## config.mk

```make
export PLATFORM = sky130hd
export DESIGN_NAME = pli_div
export DESIGN_NICKNAME = d
export VERILOG_FILES = /design/src/sv/pli_pkg.sv /design/src/sv/pli_div.sv
export SDC_FILE = /design/constraint.sdc
export NUM_CORES = 1
export LEC_CHECK = 0
export BUFFER_PORTS_ARGS = -buffer_cell sky130_fd_sc_hd__buf_2
export CAP_MARGIN = 20
export CORE_ASPECT_RATIO = 1.4
export CORE_MARGIN = 2
export CORE_UTILIZATION = 40
export DETAILED_ROUTE_END_ITERATION = 16
export PLACE_DENSITY = 0.7
export SYNTH_ARGS = -nofsm -noshare
export SYNTH_HDL_FRONTEND = slang
export SYNTH_SLANG_ARGS = --single-unit
```

## constraint.sdc

```tcl
create_clock -name clk -period 6.2 [get_ports clk]
set_input_delay 0 -clock clk [delete_from_list [all_inputs] [get_ports clk]]
set_output_delay 0 -clock clk [all_outputs]
set_load 0.02 [all_outputs]
```

## src/sv/pli_pkg.sv

```systemverilog
// ---------------------------------------------------------------------------
// pli_pkg: shared types and constants for the interpolation table
// Opcodes, table sizing and the control/status bundles between the
// sequencer and the point store.
// ---------------------------------------------------------------------------
`default_nettype none

package pli_pkg;

  localparam int MAX_POINTS = 256;
  localparam int IDX_W      = $clog2(MAX_POINTS);
  localparam int CNT_W      = $clog2(MAX_POINTS + 1);
  localparam int XW         = 32;
  localparam int DIV_STEPS  = XW;
  localparam int DCNT_W     = $clog2(DIV_STEPS);

  localparam logic [1:0] OP_CLEAR  = 2'd0;
  localparam logic [1:0] OP_APPEND = 2'd1;
  localparam logic [1:0] OP_EVAL   = 2'd2;
  localparam logic [1:0] OP_NOP    = 2'd3;

  typedef struct packed {
    logic             clear;
    logic             append;
    logic [XW-1:0]    wr_x;
    logic [XW-1:0]    wr_y;
    logic [IDX_W-1:0] rd_addr;
  } tbl_cmd_t;

  typedef struct packed {
    logic [CNT_W-1:0] count;
    logic [XW-1:0]    first_x;
    logic [XW-1:0]    last_x;
    logic [XW-1:0]    last_y;
  } tbl_stat_t;

endpackage

`default_nettype wire

```

## src/sv/pli_div.sv

```systemverilog
// ---------------------------------------------------------------------------
// pli_div: serial restoring divider
// Divides a 64-bit dividend by a 32-bit divisor, one quotient bit per
// cycle; the upper dividend half must be below the divisor.
// ---------------------------------------------------------------------------
`default_nettype none

module pli_div import pli_pkg::*; (
  input  wire logic              clk,
  input  wire logic              rst,
  input  wire logic              start,
  input  wire logic [2*XW-1:0]   dividend,
  input  wire logic [XW-1:0]     divisor,
  output logic                   done,
  output logic [XW-1:0]          quotient
);

  logic [XW-1:0]     rem;
  logic [XW-1:0]     shq;
  logic [XW-1:0]     den;
  logic [DCNT_W-1:0] cnt;
  logic              busy;
  logic [XW:0]       trial;

  assign trial    = {rem, shq[XW-1]} - {1'b0, den};
  assign quotient = shq;

  always_ff @(posedge clk) begin
    if (rst) begin
      busy <= 1'b0;
      done <= 1'b0;
    end else begin
      done <= busy && (cnt == DCNT_W'(DIV_STEPS - 1));
      if (start) begin
        busy <= 1'b1;
      end else if (busy && (cnt == DCNT_W'(DIV_STEPS - 1))) begin
        busy <= 1'b0;
      end
    end
  end

  always_ff @(posedge clk) begin
    if (start) begin
      rem <= dividend[2*XW-1:XW];
      shq <= dividend[XW-1:0];
      den <= divisor;
      cnt <= '0;
    end else if (busy) begin
      cnt <= cnt + DCNT_W'(1);
      if (!trial[XW]) begin
        rem <= trial[XW-1:0];
        shq <= {shq[XW-2:0], 1'b1};
      end else begin
        rem <= {rem[XW-2:0], shq[XW-1]};
        shq <= {shq[XW-2:0], 1'b0};
      end
    end
  end

endmodule

`default_nettype wire

```

==> metrics.md, run 1 <==
| Metric | Value |
|---|---|
| Outcome | `finished, final reports clean` |
| Detail Placement HPWL | `10,170 microns` |
| Input/output buffers | `131` |
| Commonest non-fill, non-tap cell in the layout | `buf_2` |
| Largest family of logic cells by synthesized area | `compound AO/OA/AOI/OAI gates` |
| Synth area leader | `edfxtp_1` |
| Max-cap violations | `0` |
| Ant. Diodes | `0` |
| Min-Delay Path Depth | `3` |
| Final instance area | `8224 sq um` |
| Die Ht | `151.1 microns` |
| CTS max path bufs | `2` |
| Critical Path End Type | `flop` |
| Compound-Gate Fraction of Synth Area | `14.46%` |
| Mean Syn Cell Area | `11.09 sq um` |
| Setup Crit Path Kind | `flop to flop` |
| Syn_nets | `691` |
| I/O pins | `132` |
| Peak per-stage delay on the critical path | `0.47 ns` |
| Startpoint Class | `flop` |
| Post-DRT Antenna Nets | `0` |
| Final min period | `between 3 and 4 ns` |
| Rows | `53` |
| Cell chain of the critical path | `inv_1 > ha_1 > fa_1 > nor2b_1 > o211ai_1 > a31oi_1 > a21bo_2 > a31oi_4 > xnor2_4 > buf_4 > mux2_2 > o21ai_1` |
| GR Util met2 | `34.88%` |
| Ys async rst share | `0%` |
| Pins Over Slew Limit | `0` |
| Clock network fraction of total power | `about a fifth` |
| TritonCTS Buffers | `9` |
| Die area | `16,470 sq um` |
| Hold Crit Class | `input pin to flop` |
| DR DRC count | `0` |
| HP Start | `dividend[56]` |
| Final wirelength | `15,070 microns` |
| Synth Flop Type | `edfxtp_1` |
| Routed len/inst | `15.55 microns` |
| Gr usage total | `19.33%` |
| Initial antenna violation count | `0` |
| Grt met1 use | `between 20% and 30%` |
| Ranking of synthesized cells by area | `edfxtp_1 47%, ha_1 6.9%, mux2_2 5.8%` |
| Switch share | `37.27%` |
| VDD IR max | `213.2 uV` |
| Final std cells w/o fill | `roughly 970` |
| Iteration-0 DRC Markers | `between 200 and 250` |
| Final Util | `around 55%` |
| Initial Utilization | `41.04%` |
| CP max FO | `23` |
| Flop2flop setup slack | `around 2.7 ns` |
| Critical path arrival | `3.69 ns` |
| Number of global-route vias before repair | `between 5,000 and 6,000` |
| Pwr/cell area | `380.9 nW/um^2` |
| Slew headroom | `42.62%` |
| Post-CTS Resized | `0` |
| Combinational fraction of design power | `47.8%` |
| Clock latency on the worst-skew pair | `0.35 ns` |
| Layout cells sized above 1 | `24.97%` |
| Adder-cell share of the synthesized area | `under 10%` |
| Placed Instances | `860` |
| Detailed Routing Iterations Pass 1 | `4` |
| Clock sink count | `between 100 and 150` |
| CTS tree | `built` |
| Library cells used by synthesis | `a little under 60` |
| Number of synthesized flops with an enable pin | `96` |
| Mean number of vias per cell | `approximately 5` |
| Power Internal | `around 2000 uW` |
| Global routing's busiest layer | `met2` |
| Fin nets | `roughly 910` |
| Largest net degree at the start of global routing | `77` |
| Clock skew | `0.007750 ns` |
| Crit-path slowest cell | `buf_4` |
| Finish-stage setup viols | `0` |
| Sequential-to-total area share from yosys stat | `48.93%` |
| Most frequent cells in the layout | `130 x buf_2, 96 x edfxtp_1, 93 x dlygate4sd3_1` |
| Hold worst-path end | `rem[24]` |
| Clock root cell | `clkbuf_16` |
| Area growth, synth to finish | `33.11%` |
| Flop pwr share | `between 30% and 40%` |
| Crit share post-route | `56.16%` |
| Fin Setup TNS | `0 ns` |
| Unrepaired setup endpoints after global routing | `false` |
| XOR/XNOR share of the synthesized area | `roughly 4.7%` |
| Area fraction of the dominant cell type after synthesis | `a little under half` |
| GR Layer Usage met3 | `4.346%` |
| Flops & latches, synth | `103` |
| YS warnings | `0` |
| Post-Syn Instances | `557` |
| First-pass GRT wire length | `24,920 microns` |
| Max Freq | `287.2 MHz` |
| Multiplexer area fraction after synthesis | `10.55%` |
| Simple-Gate Fraction of Synth Area | `9.599%` |
| GRT overflow | `0` |
| Critical Path RT | `6.41 ns` |
| Worst-Margin Slew | `0.8607 ns` |
| Clock slew at reported path FFs | `0.07 ns` |
| CTS H-tree depth | `3` |
| Reg2reg end | `rem[1]` |
| Chip Width | `109.0 microns` |
| Psw | `1167 uW` |
| Worst reg-to-reg path cell count | `12` |
| Post-CTS Setup Repair Bufs | `0` |
| Area after DPL | `between 6000 and 7000 sq um` |
| Core Area | `15,050 sq um` |
| Pleak | `0.003494 uW` |
| Hold_ws | `0.001225 ns` |
| Vias | `between 4,000 and 5,000` |
| Synth Cell Area | `between 6000 and 7000 sq um` |
| Final hold vios | `0` |
| FF-to-FF Start | `quotient[31]` |
| GPL Wtd Cong | `~0.85` |
-- layout make-up --
type,instances,area (sq um)
clock inverter,5,88.84
timing repair buffer,227,1612
tap,192,240.2
multi-input combinational,390,2874
clock buffer,11,232.7
sequential,103,3023
inverter,41,153.9
fill,1275,6829
-- power by group through the flow --
stage | clock network [uW] | logic [uW] | registers (uW)
5_1_grt | 665 | 1660 | 1020
3_3_place_gp | 0 | 1400 | 1010
4_1_cts | 636 | 1500 | 1010
6_report | 626 | 1500 | 1010
3_5_place_dp | 0 | 1450 | 1020
2_1_floorplan | 0 | 1170 | 1030
-- worst max-delay path, delay by kind of cell, from the launching register on --
| family | cells | cell delay, ns |
|---|---|---|
| XOR/XNOR | 1 | 0.44 |
| multiplexers | 1 | 0.39 |
| AO/OA/AOI/OAI | 5 | 0.82 |
| AND/OR/NAND/NOR | 1 | 0.17 |
| adder cells (fa/ha/maj) | 2 | 0.66 |
| buffers and inverters | 2 | 0.53 |
| flip-flops | 1 | 0.35 |
-- cells by family after synthesis --
kind of cell | Yosys count
AO/OA/AOI/OAI | 134
AND/OR/NAND/NOR | 129
flip-flops | 103
buffers and inverters | 64
multiplexers | 61
adder cells (fa/ha/maj) | 35
XOR/XNOR | 31
-- per-layer routing --
metal | up-vias | routed length, microns | share of wire (%)
met1 | 2331 | 6163 | 41
li1 | 2473 | - | -
met3 | 23 | 890 | 5.9
met2 | 154 | 7722 | 51
met4 | 0 | 293 | 1.9
met5 | - | 0 | 0
-- Yosys cell counts, drive strengths merged, types with 2 or more instances --
cell / count
o2111ai: 2
nand2b: 3
o21bai: 6
nor2: 35
ha: 34
a41oi: 2
o41ai: 2
o31ai: 2
xnor2: 21
a21oi: 45
mux2i: 28
inv: 41
nand4: 11
nor3: 5
or2: 2
a21o: 9
nand2: 46
o211ai: 2
nor3b: 3
xor2: 10
and3: 4
o21ai: 41
a211oi: 3
o22a: 2
dfxtp: 7
edfxtp: 96
or3: 2
o21a: 4
nor2b: 7
buf: 14
mux2: 33
clkbuf: 9
a31oi: 6
nand3: 9
-- how the worst max path moves through the flow --
stage / depth (start not counted) / from / slack, ns / endpoint
after global placement: 12 / quotient[31] / 2.83 / rem[1]
after CTS: 12 / quotient[31] / 2.66 / rem[1]
final: 12 / quotient[31] / 2.72 / rem[1]
after floorplan: 12 / quotient[31] / 3.33 / rem[4]
after global routing: 12 / quotient[31] / 2.39 / rem[6]
after detailed placement: 12 / quotient[31] / 2.69 / rem[1]
-- sequential cells by signal, summed over array words and instances, names as in the netlist --
signal / flops
den: 32
done: 1
busy: 1
quotient: 32
cnt: 5
rem: 32
-- metrics by stage --
| step | total power (uW) | setup WS [ns] |
|---|---|---|
| 4_1_cts | 3148 | 2.663 |
| 2_1_floorplan | 2196 | 3.327 |
| 6_report | 3132 | 2.718 |
| 3_5_place_dp | 2471 | 2.694 |
| 5_1_grt | 3351 | 2.389 |
| 3_3_place_gp | 2417 | 2.825 |
-- repair_timing --
action / 4_1_cts / 5_1_grt
setup endpoints to repair: 0 / 0
hold buffers: 93 / 0
hold endpoints to repair: 94 / 0
No activity file was read; power rests on OpenSTA's default activity.
==> run 2, diff against run 1 <==
==> constraint.sdc (replaced) <==
create_clock -name clk -period 3.62 [get_ports clk]
set_input_delay 0 -clock clk [delete_from_list [all_inputs] [get_ports clk]]
set_output_delay 0 -clock clk [all_outputs]
set_load 0.02 [all_outputs]
==> run 2 against run 1 <==
The run now ends with negative hold slack left. Combinational power up 77%. Register-to-register slack worse by 2.4 ns. First-iteration DRC count up 6.9%. Sequential share of layout area down 0.16 points. Sequential cell count unchanged. Via count up 0.88%. Largest power group unchanged.
==> metrics.md, run 2 (synthesized netlist as in run 1, its figures left out) <==
| Metric | Value |
|---|---|
| VDD IR max | `307.7 uV (+44%)` |
| Commonest non-fill, non-tap cell in the layout | `buf_2` |
| GPL Wtd Cong | `0.8414 (-0.98%)` |
| CP max FO | `12 (-48%)` |
| Finish-stage setup viols | `0 (unchanged)` |
| Worst-Margin Slew | `0.9201 ns (+0.05941 ns)` |
| Detailed Routing Iterations Pass 1 | `4 (unchanged)` |
| Setup Crit Path Kind | `flop to flop` |
| Cell chain of the critical path | `inv_1 > ha_1 > fa_1 > nor2b_1 > o211ai_1 > a31oi_1 > a21bo_2 > a31oi_4 > xnor2_2 > mux2_1 > o21ai_1` |
| Hold Crit Class | `input pin to flop` |
| Final min period | `3.332 ns (-0.1503 ns)` |
| GR Layer Usage met3 | `3.744% (-0.60 points)` |
| Mean number of vias per cell | `5.149 (+0.16%)` |
| Hold_ws | `-0.006807 ns (-0.008033 ns)` |
| Layout cells sized above 1 | `25.51% (+0.54 points)` |
| Clock root cell | `clkbuf_16` |
| Final std cells w/o fill | `976 (+0.72%)` |
| Post-CTS Setup Repair Bufs | `0 (unchanged)` |
| Final Power | `5347 uW (+71%)` |
| Critical Path RT | `3.82 ns (-2.59 ns)` |
| Most frequent cells in the layout | `130 x buf_2, 96 x edfxtp_1, 93 x dlygate4sd3_1` |
| Number of global-route vias before repair | `5,235 (-1.7%)` |
| CTS tree | `built` |
| Input/output buffers | `131 (unchanged)` |
| Clock skew | `0.008240 ns (+0.0004904 ns)` |
| Detail Placement HPWL | `10,250 microns (+0.71%)` |
| CTS H-tree depth | `3 (unchanged)` |
| Routed len/inst | `15.52 microns (-0.19%)` |
| Area growth, synth to finish | `33.70%` |
| Die area | `16,470 sq um (unchanged)` |
| Final hold vios | `2 (+2)` |
| Critical path arrival | `3.53 ns (-0.16 ns)` |
| Global routing's busiest layer | `met2` |
| Clock sink count | `103 (unchanged)` |
| I/O pins | `132 (unchanged)` |
| Placed Instances | `866 (+0.70%)` |
| Slew headroom | `38.36% (-4.3 points)` |
| Initial Utilization | `41.04% (unchanged)` |
| Startpoint Class | `flop` |
| GRT overflow | `0 (unchanged)` |
| Clock slew at reported path FFs | `0.07 ns (about the same)` |
| Outcome | `finished, violations left` |
| Rows | `53 (unchanged)` |
| GR Util met2 | `34.13% (-0.75 points)` |
| Peak per-stage delay on the critical path | `0.77 ns (+0.30 ns)` |
| Initial antenna violation count | `0 (unchanged)` |
| Pins Over Slew Limit | `0 (unchanged)` |
| Max Freq | `300.2 MHz (+4.5%)` |
| Clock latency on the worst-skew pair | `0.35 ns (about the same)` |
| Crit share post-route | `92.03% (+36 points)` |
| Final Util | `54.87% (+0.24 points)` |
| Fin Setup TNS | `0 ns (unchanged)` |
| Pleak | `0.003520 uW (+0.74%)` |
| Pwr/cell area | `647.3 nW/um^2 (+70%)` |
| Area after DPL | `7029 sq um (+0.83%)` |
| Max-cap violations | `0 (unchanged)` |
| Ant. Diodes | `0 (unchanged)` |
| First-pass GRT wire length | `24,330 microns (-2.4%)` |
| Post-DRT Antenna Nets | `0 (unchanged)` |
| Unrepaired setup endpoints after global routing | `false` |
| Failing checks | `negative hold slack` |
| CTS max path bufs | `2 (unchanged)` |
| Gr usage total | `18.66% (-0.67 points)` |
| Critical Path End Type | `flop` |
| Crit-path slowest cell | `xnor2_2` |
| DR DRC count | `0 (unchanged)` |
| Iteration-0 DRC Markers | `264 (+6.9%)` |
| Fin nets | `913 (+0.77%)` |
| Final wirelength | `15,150 microns (+0.53%)` |
| Grt met1 use | `21.65% (-0.56 points)` |
| TritonCTS Buffers | `9 (unchanged)` |
| Core Area | `15,050 sq um (unchanged)` |
| Chip Width | `109.0 microns (unchanged)` |
| Die Ht | `151.1 microns (unchanged)` |
| Fillers | `1,307 (+2.5%)` |
| Final instance area | `8260 sq um (+0.44%)` |
| Largest net degree at the start of global routing | `67 (-13%)` |
| Vias | `5,025 (+0.88%)` |
-- run 2: repair_timing --
item	CTS	global route
endpoints found under the hold margin	97	0
gates resized for setup	0	0
hold buffers	93	0
endpoints found under the setup margin	0	15
-- run 2: layout make-up --
cell class	count	area (sq um)	share of cell area [%]
repair buffers	233	1669	20.21
clock buffers	13	261.5	3.166
multi-input cells	391	2890	34.99
clock inverters	3	22.52	0.2726
inverters	41	153.9	1.863
flip-flops and latches	103	3023	36.59
well taps	192	240.2	2.908
-- run 2: report_power, final --
group	total, uW	leakage, uW	internal, uW	switching [uW]
clock network	957	0.000140	514	443
logic	2660	0.00236	1210	1450
registers	1730	0.00102	1600	131
total	5350	0.00352	3320	2030
-- run 2: final timing paths --
path / to / cells past startpoint / slack (ns) / from
worst max-delay path: rem[0] / 11 / 0.29 / quotient[31]
worst max register to register: rem[0] / 11 / 0.29 / quotient[31]
worst min register to register: cnt[4] / 2 / 0.51 / cnt[4]
worst min-delay path: rem[9] / 3 / -0.007 / dividend[41]
-- run 2: per-layer routing --
| metal | up-vias | share of wire, % |
|---|---|---|
| li1 | 2491 | - |
| met3 | 24 | 5.1 |
| met4 | 0 | 1.6 |
| met2 | 153 | 52 |
| met1 | 2357 | 41 |
| met5 | - | 0 |
-- run 2: worst max-delay path: cells and delay by family (launching register included) --
| kind | cells | cell delay, ns |
|---|---|---|
| flops | 1 | 0.34 |
| compound gates | 5 | 0.84 |
| xor+xnor | 1 | 0.77 |
| mux | 1 | 0.38 |
| buf+inv | 1 | 0.05 |
| fa+ha+maj | 2 | 0.63 |
| simple gates | 1 | 0.17 |
-- run 2: through the flow --
| stage | hold WS, ns | worst slack, ns |
|---|---|---|
| 4_1_cts | 0.001183 | 0.1050 |
| 3_5_place_dp | 0.1781 | 0.1314 |
| 5_1_grt | 0.02475 | 0.07943 |
| 2_1_floorplan | 0.06907 | 0.7474 |
| 3_3_place_gp | 0.1697 | 0.2117 |
| 6_report | -0.006807 | 0.2885 |
==> run 3, diff against run 2 <==
--- a/config.mk
+++ b/config.mk
@@ -11,7 +11,9 @@
 export CORE_MARGIN = 2
 export CORE_UTILIZATION = 40
 export DETAILED_ROUTE_END_ITERATION = 16
+export GPL_ROUTABILITY_DRIVEN = 0
 export PLACE_DENSITY = 0.7
+export SETUP_SLACK_MARGIN = 0.4
 export SYNTH_ARGS = -nofsm -noshare
 export SYNTH_HDL_FRONTEND = slang
 export SYNTH_SLANG_ARGS = --single-unit
==> run 3 against run 2 <==
The flow still finishes with violations (negative hold slack). Sequential share of layout area is 0.36 points lower. Count of clock-buffer cells in the layout stayed put. Global-route usage is 0.30 points higher. Non-clock buffer count is 3 higher. Critical path depth stayed put. Sequential power hardly changed. Largest cell class unchanged. Die area stayed put. Largest power group unchanged. Critical path type unchanged. Highest routed layer unchanged.
==> metrics.md, run 3 (synthesized netlist as in run 1, its figures left out) <==
| Metric | Value |
|---|---|
| I/O pins | `132 (unchanged)` |
| Clock root cell | `clkbuf_16` |
| Mean number of vias per cell | `5.217 (+1.3%)` |
| Max Freq | `329.2 MHz (+9.7%)` |
| Failing checks | `negative hold slack` |
| Routed len/inst | `15.55 microns (+0.17%)` |
| Final hold vios | `2 (unchanged)` |
| Startpoint Class | `flop` |
| Initial Utilization | `41.04% (unchanged)` |
| Pwr/cell area | `661.8 nW/um^2 (+2.2%)` |
| CTS H-tree depth | `3 (unchanged)` |
| Fillers | `1,297 (-0.77%)` |
| Hold Crit Class | `input pin to flop` |
| Critical path arrival | `3.13 ns (-0.40 ns)` |
| Critical Path RT | `3.72 ns (-0.10 ns)` |
| Pleak | `0.003554 uW (+0.98%)` |
| Clock slew at reported path FFs | `0.07 ns (about the same)` |
| Fin Setup TNS | `0 ns (unchanged)` |
| Hold_ws | `-0.004699 ns (+0.002108 ns)` |
| Initial antenna violation count | `0 (unchanged)` |
| TritonCTS Buffers | `9 (unchanged)` |
| First-pass GRT wire length | `24,650 microns (+1.3%)` |
| CP max FO | `5 (-7)` |
| Slew headroom | `48.70% (+10 points)` |
| Fin nets | `917 (+0.44%)` |
| Setup Crit Path Kind | `flop to flop` |
| Die Ht | `151.1 microns (unchanged)` |
| Layout cells sized above 1 | `26.02% (+0.51 points)` |
| Worst-Margin Slew | `0.7687 ns (-0.1515 ns)` |
| Sequential standard cell area | `3023 sq um (unchanged)` |
| Max-cap violations | `0 (unchanged)` |
| Area growth, synth to finish | `35.01%` |
| Placed Instances | `866 (unchanged)` |
| Iteration-0 DRC Markers | `252 (-4.5%)` |
| VDD IR max | `362.3 uV (+18%)` |
| Critical Path End Type | `flop` |
| Rows | `53 (unchanged)` |
| Clock latency on the worst-skew pair | `0.35 ns (about the same)` |
| CTS tree | `built` |
| Input/output buffers | `131 (unchanged)` |
| Clock sink count | `103 (unchanged)` |
| Gr usage total | `18.96% (+0.30 points)` |
| Clock network fraction of total power | `17.3% (-0.6 points)` |
| Power Internal | `3441 uW (+3.7%)` |
| Vias | `5,113 (+1.8%)` |
| Area after DPL | `7029 sq um (unchanged)` |
| Post-DRT Antenna Nets | `0 (unchanged)` |
| Switch share | `37.66% (-0.27 points)` |
| Chip Width | `109.0 microns (unchanged)` |
| Ant. Diodes | `0 (unchanged)` |
| GRT overflow | `0 (unchanged)` |
| Outcome | `finished, violations left` |
| Detail Placement HPWL | `10,250 microns (unchanged)` |
| Crit share post-route | `83.91% (-8.1 points)` |
| Finish-stage setup viols | `0 (unchanged)` |
| Final std cells w/o fill | `980 (+0.41%)` |
| Combinational fraction of design power | `51.2% (+1.5 points)` |
| Psw | `2079 uW (+2.5%)` |
| Commonest non-fill, non-tap cell in the layout | `buf_2` |
| Final wirelength | `15,240 microns (+0.58%)` |
| Flop pwr share | `31.5% (-0.9 points)` |
| Pins Over Slew Limit | `0 (unchanged)` |
| Detailed Routing Iterations Pass 1 | `4 (unchanged)` |
| Number of global-route vias before repair | `5,279 (+0.84%)` |
| Multi-input gate area | `2924 sq um (+1.2%)` |
| Die area | `16,470 sq um (unchanged)` |
| Most frequent cells in the layout | `130 x buf_2, 96 x edfxtp_1, 93 x dlygate4sd3_1` |
| CTS max path bufs | `2 (unchanged)` |
| Core Area | `15,050 sq um (unchanged)` |
| Final instance area | `8342 sq um (+0.98%)` |
| DR DRC count | `0 (unchanged)` |
| Largest net degree at the start of global routing | `67 (unchanged)` |
| Unrepaired setup endpoints after global routing | `true` |
| Final min period | `3.038 ns (-0.2938 ns)` |
| Clock skew | `0.006785 ns (-0.001455 ns)` |
[run 3: changes by cell type in the layout (fill, tap and decap cells not counted), sizes merged]
cell and delta:
buf +3, xnor2 +1
[run 3: routing by layer]
layer / GRT usage (%) / vias to the layer above / share of wire [%]
met1: 22.05 / 2414 / 41
met5: 0 / - / 0
met4: 6.026 / 0 / 1.9
met3: 3.744 / 27 / 5.5
met2: 34.57 / 169 / 52
li1: - / 2503 / -
[run 3: power by group through the flow]
stage	Combinational, uW	Sequential [uW]	Clock, uW
finish	2830	1740	958
global route	3120	1760	1020
CTS	2790	1730	969
detailed placement	2540	1740	0
global placement	2460	1740	0
floorplan	2000	1760	0
[run 3: cell type report]
| class | instances | share of cell area, % |
|---|---|---|
| Tap cell | 192 | 2.880 |
| Sequential cell | 103 | 36.24 |
| Clock inverter | 3 | 0.2700 |
| Clock buffer | 13 | 3.135 |
| Multi-Input combinational cell | 392 | 35.05 |
| Inverter | 41 | 1.845 |
| Timing Repair Buffer | 236 | 20.58 |
[run 3: worst paths after layout]
check          startpoint       to  slack, ns  cells after the start
max reg2reg       rem[20]  rem[29]       0.58                     11
min reg2reg        cnt[4]   cnt[4]       0.51                      2
min          dividend[41]   rem[9]     -0.005                      3
max               rem[20]  rem[29]       0.58                     11
[run 3: repair_timing]
| action | 4_1_cts | 5_1_grt |
|---|---|---|
| hold buffers | 93 | 0 |
| pin swaps | 1 | 1 |
| setup buffers | 2 | 1 |
| gates cloned | 1 | 1 |
| setup endpoints to repair | 32 | 10 |
| endpoints found under the hold margin | 97 | 0 |
| resized for setup | 2 | 1 |
[run 3: worst max-delay path, cell delays in order, from the launching register on]
cell,delay (ns)
edfxtp_1,0.41
ha_1,0.38
a21oi_1,0.30
o21bai_1,0.16
a221oi_2,0.24
o211ai_1,0.20
a31oi_4,0.33
xnor2_4,0.17
buf_12,0.16
nand3_1,0.07
mux2i_1,0.10
a211o_1,0.28
[run 3: per-stage QoR]
step	util (%)	total power (uW)	setup WS (ns)	hold WS (ns)
3_5_place_dp	46.70	4279	0.1314	0.1781
4_1_cts	55.22	5488	0.4671	0.001183
2_1_floorplan	-	3761	0.7474	0.06907
5_1_grt	55.42	5897	0.3684	0.02475
6_report	55.42	5520	0.5823	-0.004699
3_3_place_gp	46.70	4199	0.2117	0.1697
